**src/rtl/core/rgb_to_hue_sat_intensity_top_assert.svh**
```systemverilog
// Assertion macros used by the RGB to hue, saturation and intensity converter.
`ifndef RGB_TO_HUE_SAT_INTENSITY_TOP_ASSERT_SVH
`define RGB_TO_HUE_SAT_INTENSITY_TOP_ASSERT_SVH

// Same-cycle implication, sampled on clk and disabled while rst_n is low.
`define RHSI_ASSERT_IMPL(lbl, ante, cons, msg) \
    lbl: assert property (@(posedge clk) disable iff (!rst_n) (ante) |-> (cons)) \
        else $error(msg);

// Next-cycle implication, sampled on clk and disabled while rst_n is low.
`define RHSI_ASSERT_NEXT(lbl, ante, cons, msg) \
    lbl: assert property (@(posedge clk) disable iff (!rst_n) (ante) |=> (cons)) \
        else $error(msg);

`endif

```
**src/rtl/core/rhsi_pkg.sv**
```systemverilog
// Shared constants and types of the RGB to hue, saturation and intensity converter.
package rhsi_pkg;

    localparam int FRAC_BITS_DEF = 8;

    localparam int CH_W        = 8;
    localparam int LUMA_W      = 24;
    localparam int LUMA_SHIFT  = 16;
    localparam int DEN_W       = 9;
    localparam int INTEN_W     = 16;
    localparam int HUE_OUT_W   = 17;
    localparam int SAT_OUT_W   = 16;
    localparam int CFG_IDX_W   = 4;
    localparam int CFG_DATA_W  = 8;

    localparam logic [LUMA_W-1:0] W_RED   = 24'd19595;
    localparam logic [LUMA_W-1:0] W_GREEN = 24'd38470;
    localparam logic [LUMA_W-1:0] W_BLUE  = 24'd7471;

    localparam logic [CFG_IDX_W-1:0] REG_DARK   = 4'd0;
    localparam logic [CFG_IDX_W-1:0] REG_BRIGHT = 4'd1;

    localparam logic [CFG_DATA_W-1:0] DARK_RESET   = 8'd20;
    localparam logic [CFG_DATA_W-1:0] BRIGHT_RESET = 8'd235;

    localparam logic [1:0] SEC_RED   = 2'd0;
    localparam logic [1:0] SEC_GREEN = 2'd1;
    localparam logic [1:0] SEC_BLUE  = 2'd2;

    // Side information that travels alongside the divider lanes.
    typedef struct packed {
        logic [INTEN_W-1:0] inten;
        logic               chrom;
        logic               ovf;
        logic               neg;
        logic [1:0]         sector;
    } side_t;

endpackage

```
**src/rtl/core/rhsi_ifs.sv**
```systemverilog
// Valid/ready channel interfaces for pixels, results and configuration writes.
interface rhsi_pix_if;
    import rhsi_pkg::*;
    logic            valid;
    logic            ready;
    logic [CH_W-1:0] red;
    logic [CH_W-1:0] green;
    logic [CH_W-1:0] blue;
    modport source (output valid, output red, output green, output blue, input ready);
    modport sink (input valid, input red, input green, input blue, output ready);
endinterface

interface rhsi_res_if;
    import rhsi_pkg::*;
    logic                 valid;
    logic                 ready;
    logic [INTEN_W-1:0]   intensity_q8;
    logic [HUE_OUT_W-1:0] hue_q8;
    logic [SAT_OUT_W-1:0] saturation_q8;
    logic                 chromatic;
    modport source (output valid, output intensity_q8, output hue_q8, output saturation_q8,
                    output chromatic, input ready);
    modport sink (input valid, input intensity_q8, input hue_q8, input saturation_q8,
                  input chromatic, output ready);
endinterface

interface rhsi_cfg_if;
    import rhsi_pkg::*;
    logic                  valid;
    logic                  ready;
    logic [CFG_IDX_W-1:0]  index;
    logic [CFG_DATA_W-1:0] data;
    modport source (output valid, output index, output data, input ready);
    modport sink (input valid, input index, input data, output ready);
endinterface

```
**src/rtl/core/rhsi_div_pipe.sv**
```systemverilog
// Two-lane pipelined restoring divider, one quotient bit per stage.
module rhsi_div_pipe #(
    parameter int FRAC_BITS = rhsi_pkg::FRAC_BITS_DEF
) (
    input  logic                                          clk,
    input  logic                                          rst_n,
    input  logic                                          in_valid,
    output logic                                          in_ready,
    input  logic [FRAC_BITS+8+rhsi_pkg::DEN_W-1:0]        in_num_sat,
    input  logic [rhsi_pkg::DEN_W-1:0]                    in_den_sat,
    input  logic [FRAC_BITS+8+rhsi_pkg::DEN_W-1:0]        in_num_hue,
    input  logic [rhsi_pkg::DEN_W-1:0]                    in_den_hue,
    input  rhsi_pkg::side_t                               in_side,
    output logic                                          out_valid,
    input  logic                                          out_ready,
    output logic [FRAC_BITS+7:0]                          out_q_sat,
    output logic [FRAC_BITS+7:0]                          out_q_hue,
    output rhsi_pkg::side_t                               out_side
);
    import rhsi_pkg::*;

    localparam int Q = FRAC_BITS + 8;

    logic             valid_reg   [Q];
    logic [DEN_W-1:0] rem_s_reg   [Q];
    logic [DEN_W-1:0] den_s_reg   [Q];
    logic [Q-1:0]     lo_s_reg    [Q];
    logic [DEN_W-1:0] rem_h_reg   [Q];
    logic [DEN_W-1:0] den_h_reg   [Q];
    logic [Q-1:0]     lo_h_reg    [Q];
    side_t            side_reg    [Q];
    logic [Q:0]       rdy;

    assign rdy[Q]   = out_ready;
    assign in_ready = rdy[0];

    for (genvar k = 0; k < Q; k++) begin : g_stage
        logic             src_valid;
        logic [DEN_W-1:0] rem_s_in;
        logic [DEN_W-1:0] den_s_in;
        logic [Q-1:0]     lo_s_in;
        logic [DEN_W-1:0] rem_h_in;
        logic [DEN_W-1:0] den_h_in;
        logic [Q-1:0]     lo_h_in;
        side_t            side_in;
        logic [DEN_W:0]   t_s;
        logic [DEN_W:0]   t_h;
        logic             ge_s;
        logic             ge_h;
        logic [DEN_W-1:0] rem_s_next;
        logic [DEN_W-1:0] rem_h_next;
        logic [Q-1:0]     lo_s_next;
        logic [Q-1:0]     lo_h_next;

        if (k == 0) begin : g_first
            assign src_valid = in_valid;
            assign rem_s_in  = in_num_sat[Q+DEN_W-1:Q];
            assign lo_s_in   = in_num_sat[Q-1:0];
            assign den_s_in  = in_den_sat;
            assign rem_h_in  = in_num_hue[Q+DEN_W-1:Q];
            assign lo_h_in   = in_num_hue[Q-1:0];
            assign den_h_in  = in_den_hue;
            assign side_in   = in_side;
        end else begin : g_next
            assign src_valid = valid_reg[k-1];
            assign rem_s_in  = rem_s_reg[k-1];
            assign lo_s_in   = lo_s_reg[k-1];
            assign den_s_in  = den_s_reg[k-1];
            assign rem_h_in  = rem_h_reg[k-1];
            assign lo_h_in   = lo_h_reg[k-1];
            assign den_h_in  = den_h_reg[k-1];
            assign side_in   = side_reg[k-1];
        end

        assign rdy[k] = !valid_reg[k] || rdy[k+1];

        // Shift the next numerator bit into the partial remainder and try a subtract.
        assign t_s        = {rem_s_in, lo_s_in[Q-1]};
        assign t_h        = {rem_h_in, lo_h_in[Q-1]};
        assign ge_s       = t_s >= {1'b0, den_s_in};
        assign ge_h       = t_h >= {1'b0, den_h_in};
        assign rem_s_next = ge_s ? DEN_W'(t_s - {1'b0, den_s_in}) : t_s[DEN_W-1:0];
        assign rem_h_next = ge_h ? DEN_W'(t_h - {1'b0, den_h_in}) : t_h[DEN_W-1:0];
        assign lo_s_next  = {lo_s_in[Q-2:0], ge_s};
        assign lo_h_next  = {lo_h_in[Q-2:0], ge_h};

        always_ff @(posedge clk or negedge rst_n)
        begin
            if (!rst_n)
            begin
                valid_reg[k] <= 1'b0;
            end
            else if (rdy[k])
            begin
                valid_reg[k] <= src_valid;
            end
        end

        always_ff @(posedge clk)
        begin
            if (rdy[k] && src_valid)
            begin
                rem_s_reg[k] <= rem_s_next;
                den_s_reg[k] <= den_s_in;
                lo_s_reg[k]  <= lo_s_next;
                rem_h_reg[k] <= rem_h_next;
                den_h_reg[k] <= den_h_in;
                lo_h_reg[k]  <= lo_h_next;
                side_reg[k]  <= side_in;
            end
        end
    end

    assign out_valid = valid_reg[Q-1];
    assign out_q_sat = lo_s_reg[Q-1];
    assign out_q_hue = lo_h_reg[Q-1];
    assign out_side  = side_reg[Q-1];

endmodule

```
**src/rtl/core/rgb_to_hue_sat_intensity_top.sv**
```systemverilog
// Top level of the RGB to hue, saturation and intensity converter.
//
//   Channel  Role    Payload                                         Accepted when
//   pix      sink    red, green, blue (8 bits each)                  valid && ready
//   cfg      sink    index, data (dark_limit = 0, bright_limit = 1)  valid && ready
//   res      source  intensity_q8, hue_q8, saturation_q8, chromatic  valid && ready
//
// The block accepts one item per clock while res is not stalled. A result passes
// through the input register, stages 1 and 2, the divider stages and the output
// register; the restoring divider produces one quotient bit per stage.
// Reset clears every valid bit and loads the limits with 20 and 235; no clearing pass.
// Each stage holds its item until the next stage can take it, so a stall on res only
// backs up as far as there are full stages, and bubbles are squeezed out on the way.
`include "rgb_to_hue_sat_intensity_top_assert.svh"

module rgb_to_hue_sat_intensity_top #(
    parameter int FRAC_BITS = rhsi_pkg::FRAC_BITS_DEF
) (
    input logic         clk,
    input logic         rst_n,
    rhsi_pix_if.sink    pix,
    rhsi_cfg_if.sink    cfg,
    rhsi_res_if.source  res
);
    import rhsi_pkg::*;

    // Quotient bits per divider lane; covers 255 and 60 degrees in fixed point.
    localparam int Q     = FRAC_BITS + 8;
    localparam int NUM_W = Q + DEN_W;
    // Signed hue width: 360 degrees needs FRAC_BITS + 9 bits, plus a sign bit.
    localparam int HUE_W = FRAC_BITS + 10;

    localparam logic [Q-1:0]     SAT_MAX = Q'(255) << FRAC_BITS;
    localparam logic [HUE_W-1:0] HUE_120 = HUE_W'(120) << FRAC_BITS;
    localparam logic [HUE_W-1:0] HUE_240 = HUE_W'(240) << FRAC_BITS;
    localparam logic [HUE_W-1:0] HUE_360 = HUE_W'(360) << FRAC_BITS;

    // ------------------------------------------------------------------
    // Configuration registers. The port is always ready; an index past
    // the register list is dropped.
    // ------------------------------------------------------------------
    logic [CFG_DATA_W-1:0] dark_limit_reg;
    logic [CFG_DATA_W-1:0] bright_limit_reg;

    assign cfg.ready = 1'b1;

    always_ff @(posedge clk or negedge rst_n)
    begin
        if (!rst_n)
        begin
            dark_limit_reg   <= DARK_RESET;
            bright_limit_reg <= BRIGHT_RESET;
        end
        else if (cfg.valid)
        begin
            unique case (cfg.index)
                REG_DARK:   dark_limit_reg   <= cfg.data;
                REG_BRIGHT: bright_limit_reg <= cfg.data;
                default:    ;
            endcase
        end
    end

    // ------------------------------------------------------------------
    // Stage ready chain: a stage may load when it is empty or when the
    // stage after it loads in the same cycle.
    // ------------------------------------------------------------------
    logic s0_valid_reg;
    logic s1_valid_reg;
    logic s2_valid_reg;
    logic res_valid_reg;
    logic s0_rdy;
    logic s1_rdy;
    logic s2_rdy;
    logic out_rdy;
    logic div_in_ready;
    logic div_out_valid;

    assign out_rdy   = !res_valid_reg || res.ready;
    assign s2_rdy    = !s2_valid_reg || div_in_ready;
    assign s1_rdy    = !s1_valid_reg || s2_rdy;
    assign s0_rdy    = !s0_valid_reg || s1_rdy;
    assign pix.ready = s0_rdy;

    // ------------------------------------------------------------------
    // Stage 0: input register.
    // ------------------------------------------------------------------
    logic [CH_W-1:0] s0_red_reg;
    logic [CH_W-1:0] s0_green_reg;
    logic [CH_W-1:0] s0_blue_reg;

    always_ff @(posedge clk or negedge rst_n)
    begin
        if (!rst_n)
        begin
            s0_valid_reg <= 1'b0;
        end
        else if (s0_rdy)
        begin
            s0_valid_reg <= pix.valid;
        end
    end

    always_ff @(posedge clk)
    begin
        if (s0_rdy && pix.valid)
        begin
            s0_red_reg   <= pix.red;
            s0_green_reg <= pix.green;
            s0_blue_reg  <= pix.blue;
        end
    end

    // ------------------------------------------------------------------
    // Stage 1: luma sum at full precision, max, min and the hue sector.
    // The sector follows the order red, then green, then blue on ties.
    // ------------------------------------------------------------------
    logic [LUMA_W-1:0] luma_next;
    logic [CH_W-1:0]   max_next;
    logic [CH_W-1:0]   min_next;
    logic [1:0]        sector_next;
    logic [LUMA_W-1:0] s1_luma_reg;
    logic [CH_W-1:0]   s1_max_reg;
    logic [CH_W-1:0]   s1_min_reg;
    logic [1:0]        s1_sector_reg;
    logic [CH_W-1:0]   s1_red_reg;
    logic [CH_W-1:0]   s1_green_reg;
    logic [CH_W-1:0]   s1_blue_reg;

    always_comb
    begin
        luma_next = LUMA_W'(s0_red_reg) * W_RED + LUMA_W'(s0_green_reg) * W_GREEN
                  + LUMA_W'(s0_blue_reg) * W_BLUE;
        max_next = s0_red_reg;
        min_next = s0_red_reg;
        if (s0_green_reg > max_next)
        begin
            max_next = s0_green_reg;
        end
        if (s0_blue_reg > max_next)
        begin
            max_next = s0_blue_reg;
        end
        if (s0_green_reg < min_next)
        begin
            min_next = s0_green_reg;
        end
        if (s0_blue_reg < min_next)
        begin
            min_next = s0_blue_reg;
        end
        if (s0_red_reg == max_next)
        begin
            sector_next = SEC_RED;
        end
        else if (s0_green_reg == max_next)
        begin
            sector_next = SEC_GREEN;
        end
        else
        begin
            sector_next = SEC_BLUE;
        end
    end

    always_ff @(posedge clk or negedge rst_n)
    begin
        if (!rst_n)
        begin
            s1_valid_reg <= 1'b0;
        end
        else if (s1_rdy)
        begin
            s1_valid_reg <= s0_valid_reg;
        end
    end

    always_ff @(posedge clk)
    begin
        if (s1_rdy && s0_valid_reg)
        begin
            s1_luma_reg   <= luma_next;
            s1_max_reg    <= max_next;
            s1_min_reg    <= min_next;
            s1_sector_reg <= sector_next;
            s1_red_reg    <= s0_red_reg;
            s1_green_reg  <= s0_green_reg;
            s1_blue_reg   <= s0_blue_reg;
        end
    end

    // ------------------------------------------------------------------
    // Stage 2: achromatic test, divisor choice for saturation, and the
    // signed channel difference for the hue sector.
    //
    // In the light half the saturation quotient can run past 255. That
    // happens exactly when 255*d >= 256*den, which is flagged here so the
    // divider only ever has to produce Q quotient bits.
    // ------------------------------------------------------------------
    logic [CH_W-1:0]  diff;
    logic [DEN_W-1:0] sum;
    logic             light;
    logic [DEN_W-1:0] den_sat_next;
    logic [15:0]      d255;
    logic [CH_W-1:0]  op_a;
    logic [CH_W-1:0]  op_b;
    logic [CH_W-1:0]  mag;
    logic [13:0]      m60;
    logic [NUM_W-1:0] num_sat_next;
    logic [NUM_W-1:0] num_hue_next;
    side_t            side_next;
    logic [NUM_W-1:0] s2_num_sat_reg;
    logic [DEN_W-1:0] s2_den_sat_reg;
    logic [NUM_W-1:0] s2_num_hue_reg;
    logic [DEN_W-1:0] s2_den_hue_reg;
    side_t            s2_side_reg;

    always_comb
    begin
        diff         = s1_max_reg - s1_min_reg;
        sum          = DEN_W'(s1_max_reg) + DEN_W'(s1_min_reg);
        light        = sum > DEN_W'(254);
        den_sat_next = light ? DEN_W'(10'd512 - 10'(sum)) : sum;
        d255         = 16'(diff) * 16'd255;
        num_sat_next = NUM_W'(d255) << FRAC_BITS;

        case (s1_sector_reg)
            SEC_RED:
            begin
                op_a = s1_green_reg;
                op_b = s1_blue_reg;
            end
            SEC_GREEN:
            begin
                op_a = s1_blue_reg;
                op_b = s1_red_reg;
            end
            default:
            begin
                op_a = s1_red_reg;
                op_b = s1_green_reg;
            end
        endcase
        mag          = (op_a < op_b) ? (op_b - op_a) : (op_a - op_b);
        m60          = 14'(mag) * 14'd60;
        num_hue_next = NUM_W'(m60) << FRAC_BITS;

        side_next.inten  = INTEN_W'(s1_luma_reg >> (LUMA_SHIFT - FRAC_BITS));
        side_next.chrom  = !((s1_max_reg == s1_min_reg)
                          || (s1_luma_reg < {dark_limit_reg, 16'd0})
                          || (s1_luma_reg > {bright_limit_reg, 16'd0}));
        side_next.ovf    = light && ({1'b0, d255} >= {den_sat_next, 8'd0});
        side_next.neg    = op_a < op_b;
        side_next.sector = s1_sector_reg;
    end

    always_ff @(posedge clk or negedge rst_n)
    begin
        if (!rst_n)
        begin
            s2_valid_reg <= 1'b0;
        end
        else if (s2_rdy)
        begin
            s2_valid_reg <= s1_valid_reg;
        end
    end

    always_ff @(posedge clk)
    begin
        if (s2_rdy && s1_valid_reg)
        begin
            s2_num_sat_reg <= num_sat_next;
            s2_den_sat_reg <= den_sat_next;
            s2_num_hue_reg <= num_hue_next;
            s2_den_hue_reg <= DEN_W'(diff);
            s2_side_reg    <= side_next;
        end
    end

    // ------------------------------------------------------------------
    // Divider: saturation and hue offset quotients, Q stages.
    // ------------------------------------------------------------------
    logic [Q-1:0] div_q_sat;
    logic [Q-1:0] div_q_hue;
    side_t        div_side;

    rhsi_div_pipe #(
        .FRAC_BITS (FRAC_BITS)
    ) u_div (
        .clk        (clk),
        .rst_n      (rst_n),
        .in_valid   (s2_valid_reg),
        .in_ready   (div_in_ready),
        .in_num_sat (s2_num_sat_reg),
        .in_den_sat (s2_den_sat_reg),
        .in_num_hue (s2_num_hue_reg),
        .in_den_hue (s2_den_hue_reg),
        .in_side    (s2_side_reg),
        .out_valid  (div_out_valid),
        .out_ready  (out_rdy),
        .out_q_sat  (div_q_sat),
        .out_q_hue  (div_q_hue),
        .out_side   (div_side)
    );

    // ------------------------------------------------------------------
    // Output stage: sector base plus or minus the offset, wrap of a
    // negative hue by 360 degrees, saturation clamp, and zeroing of
    // achromatic pixels.
    // ------------------------------------------------------------------
    logic [HUE_W-1:0]     hue_base;
    logic [HUE_W-1:0]     hue_off;
    logic [HUE_W-1:0]     hue_sum;
    logic [HUE_W-1:0]     hue_wrap;
    logic [Q-1:0]         sat_clamp;
    logic [HUE_OUT_W-1:0] hue_next;
    logic [SAT_OUT_W-1:0] sat_next;
    logic [INTEN_W-1:0]   res_inten_reg;
    logic [HUE_OUT_W-1:0] res_hue_reg;
    logic [SAT_OUT_W-1:0] res_sat_reg;
    logic                 res_chrom_reg;

    always_comb
    begin
        case (div_side.sector)
            SEC_RED:   hue_base = '0;
            SEC_GREEN: hue_base = HUE_120;
            SEC_BLUE:  hue_base = HUE_240;
            default:   hue_base = '0;
        endcase
        hue_off  = HUE_W'(div_q_hue);
        hue_sum  = div_side.neg ? (hue_base - hue_off) : (hue_base + hue_off);
        hue_wrap = hue_sum[HUE_W-1] ? (hue_sum + HUE_360) : hue_sum;

        if (div_side.ovf || (div_q_sat > SAT_MAX))
        begin
            sat_clamp = SAT_MAX;
        end
        else
        begin
            sat_clamp = div_q_sat;
        end

        hue_next = div_side.chrom ? HUE_OUT_W'(hue_wrap) : '0;
        sat_next = div_side.chrom ? SAT_OUT_W'(sat_clamp) : '0;
    end

    always_ff @(posedge clk or negedge rst_n)
    begin
        if (!rst_n)
        begin
            res_valid_reg <= 1'b0;
        end
        else if (out_rdy)
        begin
            res_valid_reg <= div_out_valid;
        end
    end

    always_ff @(posedge clk)
    begin
        if (out_rdy && div_out_valid)
        begin
            res_inten_reg <= div_side.inten;
            res_hue_reg   <= hue_next;
            res_sat_reg   <= sat_next;
            res_chrom_reg <= div_side.chrom;
        end
    end

    assign res.valid         = res_valid_reg;
    assign res.intensity_q8  = res_inten_reg;
    assign res.hue_q8        = res_hue_reg;
    assign res.saturation_q8 = res_sat_reg;
    assign res.chromatic     = res_chrom_reg;

    // ------------------------------------------------------------------
    // Assertions.
    // ------------------------------------------------------------------
    `RHSI_ASSERT_IMPL(a_achrom_zero, res.valid && !res.chromatic,
                      (res.hue_q8 == '0) && (res.saturation_q8 == '0),
                      "achromatic result carries nonzero hue or saturation")
    `RHSI_ASSERT_NEXT(a_in_lands, pix.valid && pix.ready, s0_valid_reg,
                      "accepted pixel did not land in the input stage")
    `RHSI_ASSERT_NEXT(a_s2_hold, s2_valid_reg && !div_in_ready, s2_valid_reg,
                      "stalled item dropped out of stage two")
    `RHSI_ASSERT_NEXT(a_out_load, div_out_valid && out_rdy, res_valid_reg,
                      "divider result was not loaded into the output register")

endmodule

```
**src/flat_wrapper.sv**
```systemverilog
// flat-port wrapper written by rule: the top's interface ports become plain ports
module rgb_to_hue_sat_intensity_top_flat import rhsi_pkg::*;
#(
    parameter int FRAC_BITS = rhsi_pkg::FRAC_BITS_DEF
)
  (clk, rst_n, pix_valid, pix_red, pix_green, pix_blue, pix_ready, cfg_valid, cfg_index, cfg_data, cfg_ready, res_valid, res_intensity_q8, res_hue_q8, res_saturation_q8, res_chromatic, res_ready);
  rhsi_pix_if pix_i ();
  rhsi_cfg_if cfg_i ();
  rhsi_res_if res_i ();
  input logic clk;
  input logic rst_n;
  input wire logic [$bits(pix_i.valid)-1:0] pix_valid;
  input wire logic [$bits(pix_i.red)-1:0] pix_red;
  input wire logic [$bits(pix_i.green)-1:0] pix_green;
  input wire logic [$bits(pix_i.blue)-1:0] pix_blue;
  output wire logic [$bits(pix_i.ready)-1:0] pix_ready;
  input wire logic [$bits(cfg_i.valid)-1:0] cfg_valid;
  input wire logic [$bits(cfg_i.index)-1:0] cfg_index;
  input wire logic [$bits(cfg_i.data)-1:0] cfg_data;
  output wire logic [$bits(cfg_i.ready)-1:0] cfg_ready;
  output wire logic [$bits(res_i.valid)-1:0] res_valid;
  output wire logic [$bits(res_i.intensity_q8)-1:0] res_intensity_q8;
  output wire logic [$bits(res_i.hue_q8)-1:0] res_hue_q8;
  output wire logic [$bits(res_i.saturation_q8)-1:0] res_saturation_q8;
  output wire logic [$bits(res_i.chromatic)-1:0] res_chromatic;
  input wire logic [$bits(res_i.ready)-1:0] res_ready;
  assign pix_i.valid = pix_valid;
  assign pix_i.red = pix_red;
  assign pix_i.green = pix_green;
  assign pix_i.blue = pix_blue;
  assign pix_ready = pix_i.ready;
  assign cfg_i.valid = cfg_valid;
  assign cfg_i.index = cfg_index;
  assign cfg_i.data = cfg_data;
  assign cfg_ready = cfg_i.ready;
  assign res_valid = res_i.valid;
  assign res_intensity_q8 = res_i.intensity_q8;
  assign res_hue_q8 = res_i.hue_q8;
  assign res_saturation_q8 = res_i.saturation_q8;
  assign res_chromatic = res_i.chromatic;
  assign res_i.ready = res_ready;
  rgb_to_hue_sat_intensity_top #(.FRAC_BITS(FRAC_BITS)) u_core (.clk(clk), .rst_n(rst_n), .pix(pix_i), .cfg(cfg_i), .res(res_i));
endmodule
```
**config.mk**
```make
export PLATFORM = sky130hd
export DESIGN_NAME = rgb_to_hue_sat_intensity_top_flat
export DESIGN_NICKNAME = d
export VERILOG_FILES = /design/src/rtl/core/rhsi_pkg.sv /design/src/rtl/core/rhsi_ifs.sv /design/src/rtl/core/rhsi_div_pipe.sv /design/src/rtl/core/rgb_to_hue_sat_intensity_top.sv /design/src/flat_wrapper.sv
export VERILOG_INCLUDE_DIRS = /design/src /design/src/rtl/core
export SDC_FILE = /design/constraint.sdc
export NUM_CORES = 2
export LEC_CHECK = 0
export BUFFER_PORTS_ARGS = -buffer_cell sky130_fd_sc_hd__buf_2
export CAP_MARGIN = 20
export CORE_ASPECT_RATIO = 1.75
export CORE_MARGIN = 2
export CORE_UTILIZATION = 25
export DETAILED_ROUTE_END_ITERATION = 12
export HOLD_SLACK_MARGIN = 0.03
export PLACE_DENSITY = 0.49
export SYNTH_ARGS = -nofsm -noshare
export SYNTH_HDL_FRONTEND = slang
export SYNTH_HIERARCHICAL = 1
export SYNTH_SLANG_ARGS = --single-unit
```
**constraint.sdc**
```tcl
create_clock -name clk -period 14.81 [get_ports clk]
set_clock_uncertainty 0.05 [all_clocks]
set_input_delay 2.2215 -clock clk [delete_from_list [all_inputs] [get_ports clk]]
set_output_delay 2.2215 -clock clk [all_outputs]
set_load 0.03 [all_outputs]
```
Word-level counts from Yosys, hierarchy flattened

Memory sizes are Yosys's and may differ from the RTL's.
Index checks and enable logic that the tools add are counted.

Bits in writable memories: 1,424
Memories kept: 7
Word-level logic and storage cells: 297
Register bits: 242
Output and inout bits: 53
Input port bits: 41

Eq/ne operators: 7
Multipliers: 5
Bitwise gates (word level): 1
Add/sub/neg operators: 42
Multiplexer cells: 77
Reductions and logical operators: 70
Magnitude comparators: 42

Memories:

| name                   | words | width | read ports | clocked after memory_dff | write ports | line                | text |
|---|---|---|---|---|---|---|---|
| u_core.u_div.side_reg  | 16    | 21    | 16         | 0                        | 16          | rhsi_div_pipe.sv:31 | `side_t side_reg [Q];` |
| u_core.u_div.lo_h_reg  | 16    | 16    | 16         | 0                        | 16          | rhsi_div_pipe.sv:30 | `logic [Q-1:0] lo_h_reg [Q];` |
| u_core.u_div.lo_s_reg  | 16    | 16    | 16         | 0                        | 16          | rhsi_div_pipe.sv:27 | `logic [Q-1:0] lo_s_reg [Q];` |
| u_core.u_div.den_h_reg | 16    | 9     | 15         | 0                        | 16          | rhsi_div_pipe.sv:29 | `logic [DEN_W-1:0] den_h_reg [Q];` |
| u_core.u_div.den_s_reg | 16    | 9     | 15         | 0                        | 16          | rhsi_div_pipe.sv:26 | `logic [DEN_W-1:0] den_s_reg [Q];` |
| u_core.u_div.rem_h_reg | 16    | 9     | 15         | 0                        | 16          | rhsi_div_pipe.sv:28 | `logic [DEN_W-1:0] rem_h_reg [Q];` |
| +1 memories            | -     | -     | -          | -                        | -           | -                   |  |

Operators by type and width:

| cell                                                                  | count |
|---|---|
| 10-bit by 9-bit >= comparator with 1-bit output                       | 30 |
| 9-bit 2-to-1 mux                                                      | 33 |
| 9-bit subtractor                                                      | 31 |
| 8-bit by 15-bit multiplier with 23-bit output (second input constant) | 2 |
| 8-bit 2-to-1 mux                                                      | 5 |
| 1-bit 2-to-1 mux                                                      | 32 |
| 16-bit one-hot mux with 2 select lines                                | 1 |
| 8-bit one-hot mux with 2 select lines                                 | 2 |
| 23-bit by 24-bit adder with 24-bit output                             | 1 |
| 24-bit by 21-bit adder with 24-bit output                             | 1 |
| 8-bit equality test                                                   | 3 |
| 24-bit > comparator                                                   | 1 |
| 24-bit < comparator                                                   | 1 |
| 8-bit < comparator                                                    | 3 |
| 8-bit subtractor                                                      | 3 |
| 1-bit logical OR                                                      | 23 |
| 1-bit logical AND                                                     | 21 |
| 1-bit logical NOT                                                     | 21 |
| 8-bit by 13-bit multiplier with 21-bit output (second input constant) | 1 |
| 18-bit 2-to-1 mux                                                     | 1 |
| 16-bit by 16-bit adder with 17-bit output                             | 1 |
| 17-bit adder (second input constant)                                  | 1 |
| 16-bit by 17-bit >= comparator with 1-bit output                      | 1 |
| 17-bit 2-to-1 mux                                                     | 1 |
| other kinds (21)                                                      | 24 |

Logic depth before layout (Yosys ltp)

Depth after elaboration: 22
Depth in mapped cells: 32
Gate-level depth less buffers: 32

Modules after synthesis

The synthesis kept the hierarchy.

Modules (own cells, without submodules):

| module                       | times used | area an instance (µm²) | cells an instance | seq. area each (µm²) |
|---|---|---|---|---|
| rhsi_div_pipe                | 1          | 58,371.0               | 3,564             | 42,080.4 |
| rgb_to_hue_sat_intensity_top | 1          | 20,225.6               | 1,862             | 6,636.4 |

Least setup slack after synthesis

No wires, ideal clock.

Path type: input to register
Start point: in res_ready
End point: mem u_core.u_div.den_h_reg[3][0] (netlist: u_core/u_div/den_h_reg[0][27]) (enable)
Arrival: 9.392 ns
Stages: 6
Path buffers: 0
Setup time: 0.673 ns
Data required time: 14.087 ns
Slack: 4.695 ns
Cells stage by stage: nand2b_1 and4b_1 nand4_2 or2_2 nor2_1 a21boi_0

RTL lines:

| item            | line                | text |
|---|---|---|
| start, declared | flat_wrapper.sv:26  | `input wire logic [$bits(res_i.ready)-1:0] res_ready;` |
| end, declared   | rhsi_div_pipe.sv:29 |  |

Worst setup path in the final report

Start point: reg u_core.s0_green_reg[5]
End point: reg u_core.s1_luma_reg[20], data pin

Word-level cells in the longest chain between the ends: 3

Ends and longest elaborated chain:

| item                                          | line                                | text |
|---|---|---|
| start, declared                               | rgb_to_hue_sat_intensity_top.sv:89  | `logic [CH_W-1:0] s0_green_reg;` |
| start signal, assigned                        | rgb_to_hue_sat_intensity_top.sv:109 | `s0_green_reg <= pix.green;` |
| 8-bit by 15-bit multiplier with 23-bit output | rgb_to_hue_sat_intensity_top.sv:132 | `luma_next = LUMA_W'(s0_red_reg) * W_RED + LUMA_W'(s0_green_reg) * W_GREEN` |
| 23-bit by 24-bit adder with 24-bit output     | rgb_to_hue_sat_intensity_top.sv:132 |  |
| 24-bit by 21-bit adder with 24-bit output     | rgb_to_hue_sat_intensity_top.sv:133 | `+ LUMA_W'(s0_blue_reg) * W_BLUE;` |
| net u_core.luma_next[20]                      | rgb_to_hue_sat_intensity_top.sv:118 | `logic [LUMA_W-1:0] luma_next;` |
| end signal, assigned                          | rgb_to_hue_sat_intensity_top.sv:182 | `s1_luma_reg <= luma_next;` |
| end, declared                                 | rgb_to_hue_sat_intensity_top.sv:122 | `logic [LUMA_W-1:0] s1_luma_reg;` |

The timed path passes the listed nets, and every way through them passes these cells.
A chain may end at the register's enable or synchronous reset.

==> impl_metrics.json <==
{
  "antenna_found_initial": 3,
  "synth-async-reset-ratio": 0.0221,
  "dieArea_um2": 319000,
  "r2r_setup_slack_ns": 7.26,
  "clk_pin_slew_ns": 0.06,
  "instances_no_fill": 9976,
  "synth_compound_area_frac": 0.0704,
  "drc_errors": 0,
  "multiInputGateArea_um2": 27300,
  "critical_path.top_delay_family": "adder cells",
  "critical_path_class": "reg2reg",
  "hold_class": "reg2reg",
  "synth_top_family_by_area": "adder cells",
  "holdPathEnd": "u_core/u_div/lo_s_reg[0][14]$_DFFE_PP_",
  "start_kind": "flop",
  "grt_pass1_vias": 45599,
  "clock-sinks": 1628,
  "finalCriticalPeriod_ns": 7.55,
  "via_per_inst": 4.18,
  "num_io_pins": 94,
  "fillers": 31475,
  "worstHoldStart": "u_core/s2_num_sat_reg[13]$_DFFE_PP_",
  "clkLatencyLatePin_ns": 0.82,
  "final_common_cell": "edfxtp_1",
  "end_kind": "flop",
  "cts_setup_buffers": 0,
  "busiest_layer": "met2",
  "final_core_util": 0.288,
  "cts_tree": "done",
  "synthSimpleGateAreaFrac": 0.0598,
  "grt_first_pass_wirelength_um": 242000,
  "initial_utilization": 0.251,
  "clockRootBuffer": "clkbuf_16",
  "ant_nets": 0,
  "seqCellArea_um2": 48700,
  "drt_pre_antenna_iters": 5,
  "arrival_ns": 8.06,
  "ys_seq_area_frac": 0.620,
  "routed_wirelength_um": 150000,
  "vias": 41683,
  "crit_fanout": 12,
  "cap_violations": 0,
  "synth_xor_area_frac": 0.0305,
  "rsz0062_at_grt": "no",
  "yosys_warnings": 6,
  "grt_max_degree": 69,
  "cpPeakStageDelay_ns": 0.64,
  "rows": 272,
  "fin_nets": 6562,
  "largest_reg_flops": 336,
  "reg2reg_depth": 26,
  "layout-drive-gt1-share": 0.123,
  "wl_per_cell_um": 15.1,
  "track_usage": 0.0939,
  "fmax_mhz": 132,
  "grt.overflow.total": 0,
  "grt_util_met1": 0.0861,
  "ys.flop_type": "edfxtp_1",
  "dp_cells": 9661,
  "setup_viol": 0,
  "drt_iter0_drc": 1704,
  "reg2reg_to": "u_core/s1_luma_reg[20]$_DFFE_PP_",
  "synth_mux_area_frac": 0.0401,
  "die_h_um": 746,
  "grtUsageMet2": 0.195,
  "outcome": "complete, no violations",
  "synth_area_um2": 78600,
  "timing.final.crit_share": 0.510,
  "maxSlewHeadroom": 0.329,
  "synth_seq_cells": 1628,
  "ctsHoldBuffers": 0,
  "htreeDepth": 4,
  "place_congestion": 0.857,
  "cts_buffers": 178,
  "tightest_slew_ns": 1.01,
  "slew_viol_final": 0,
  "coreArea_um2": 313000,
  "syn_avg_cell_area_um2": 14.5,
  "synthAdderAreaFrac": 0.143,
  "cpMostUsedCell": "fa_1",
  "ctsResizeCount": 0,
  "final_cell_mix": "1,592 x edfxtp_1, 712 x inv_1, 597 x ha_1",
  "critPathBufInv": 4,
  "dp_hpwl_um": 115000,
  "clock_path_buffers": 4,
  "fin_setup_tns_ns": 0,
  "grtUsageMet3": 0.0129,
  "worstPathRequired_ns": 15.31,
  "dieWidth_um": 428,
  "syn_inst": 5426,
  "syn2layout_area_growth_pct": 14.7,
  "synth_edf_count": 1592,
  "slowest_stage": "edfxtp_1",
  "reg2reg_from": "u_core/s0_green_reg[5]$_DFFE_PP_",
  "min_path_cells": 0,
  "cp_num_cells": 26,
  "synth_cell_type_count": 92,
  "numPortBuffers": 92,
  "hold_viol_final": 0
}
==> cells by family (layout without fill, tap and decap cells) <==
family | after synthesis | in the layout
flops | 1628 | 1628
xor+xnor | 274 | 274
buf+inv | 741 | 1154
simple gates | 898 | 898
mux | 289 | 289
other cells | 2 | 29
fa+ha+maj | 787 | 787
compound gates | 807 | 807
==> how the worst max path moves through the flow <==
stage,start,to
finish,u_core/s0_green_reg[5]$_DFFE_PP_,u_core/s1_luma_reg[20]$_DFFE_PP_
global placement,u_core/s0_green_reg[5]$_DFFE_PP_,u_core/s1_luma_reg[19]$_DFFE_PP_
floorplan,res_ready,u_core/u_div/den_h_reg[0][27]$_DFFE_PP_
detailed placement,u_core/s0_green_reg[5]$_DFFE_PP_,u_core/s1_luma_reg[20]$_DFFE_PP_
global route,u_core/s0_green_reg[5]$_DFFE_PP_,u_core/s1_luma_reg[19]$_DFFE_PP_
CTS,u_core/s0_green_reg[5]$_DFFE_PP_,u_core/s1_luma_reg[20]$_DFFE_PP_
==> layer usage <==
| metal | routed length, um | share of wire |
|---|---|---|
| met5 | 14 | 0.000093 |
| met4 | 7560 | 0.050 |
| met2 | 87500 | 0.58 |
| met1 | 51100 | 0.34 |
| met3 | 4280 | 0.028 |
==> final cells by class <==
type | instances | area share
repair buffers | 131 | 0.00850
diodes | 2 | 0.0000555
multi-input cells | 3082 | 0.302
clock inverters | 91 | 0.00937
clock buffers | 219 | 0.0524
well taps | 4110 | 0.0571
flip-flops and latches | 1628 | 0.540
inverters | 713 | 0.0297
==> cell usage after synthesis, types with 28 or more instances <==
master    number  area, um^2
dfrtp_1       28         701
o21ai_0      149         746
a21oi_1      168         841
xor2_1        91         797
nand3_1       33         165
ha_1         597        7470
edfxtp_1    1592       47800
mux2i_1       97         971
or2_2         54         338
a31oi_1       34         213
a21o_1        76         571
nand2_1      147         552
nand4_1       64         400
xnor2_1      183        1600
nor2b_1       49         307
nand2b_1      62         388
o22ai_1       40         250
inv_1        712        2670
mux2_2       186        2090
o21a_1        42         315
o21bai_1      28         210
fa_1         190        3800
nor2_1       296        1110
a211oi_1      77         578
==> through the flow <==
stage               cell area (um^2)  setup slack, ns  hold slack, ns
floorplan                      78700             4.70           0.350
global placement               84500             7.14           0.351
detailed placement             84500             7.22           0.355
CTS                            90100             7.24           0.321
global route                   90100             6.77           0.323
finish                         90100             7.26           0.329
Power is left out: the tool's default activity adds up to more than one toggle a clock period on the data nets, which glitch-free logic cannot reach.
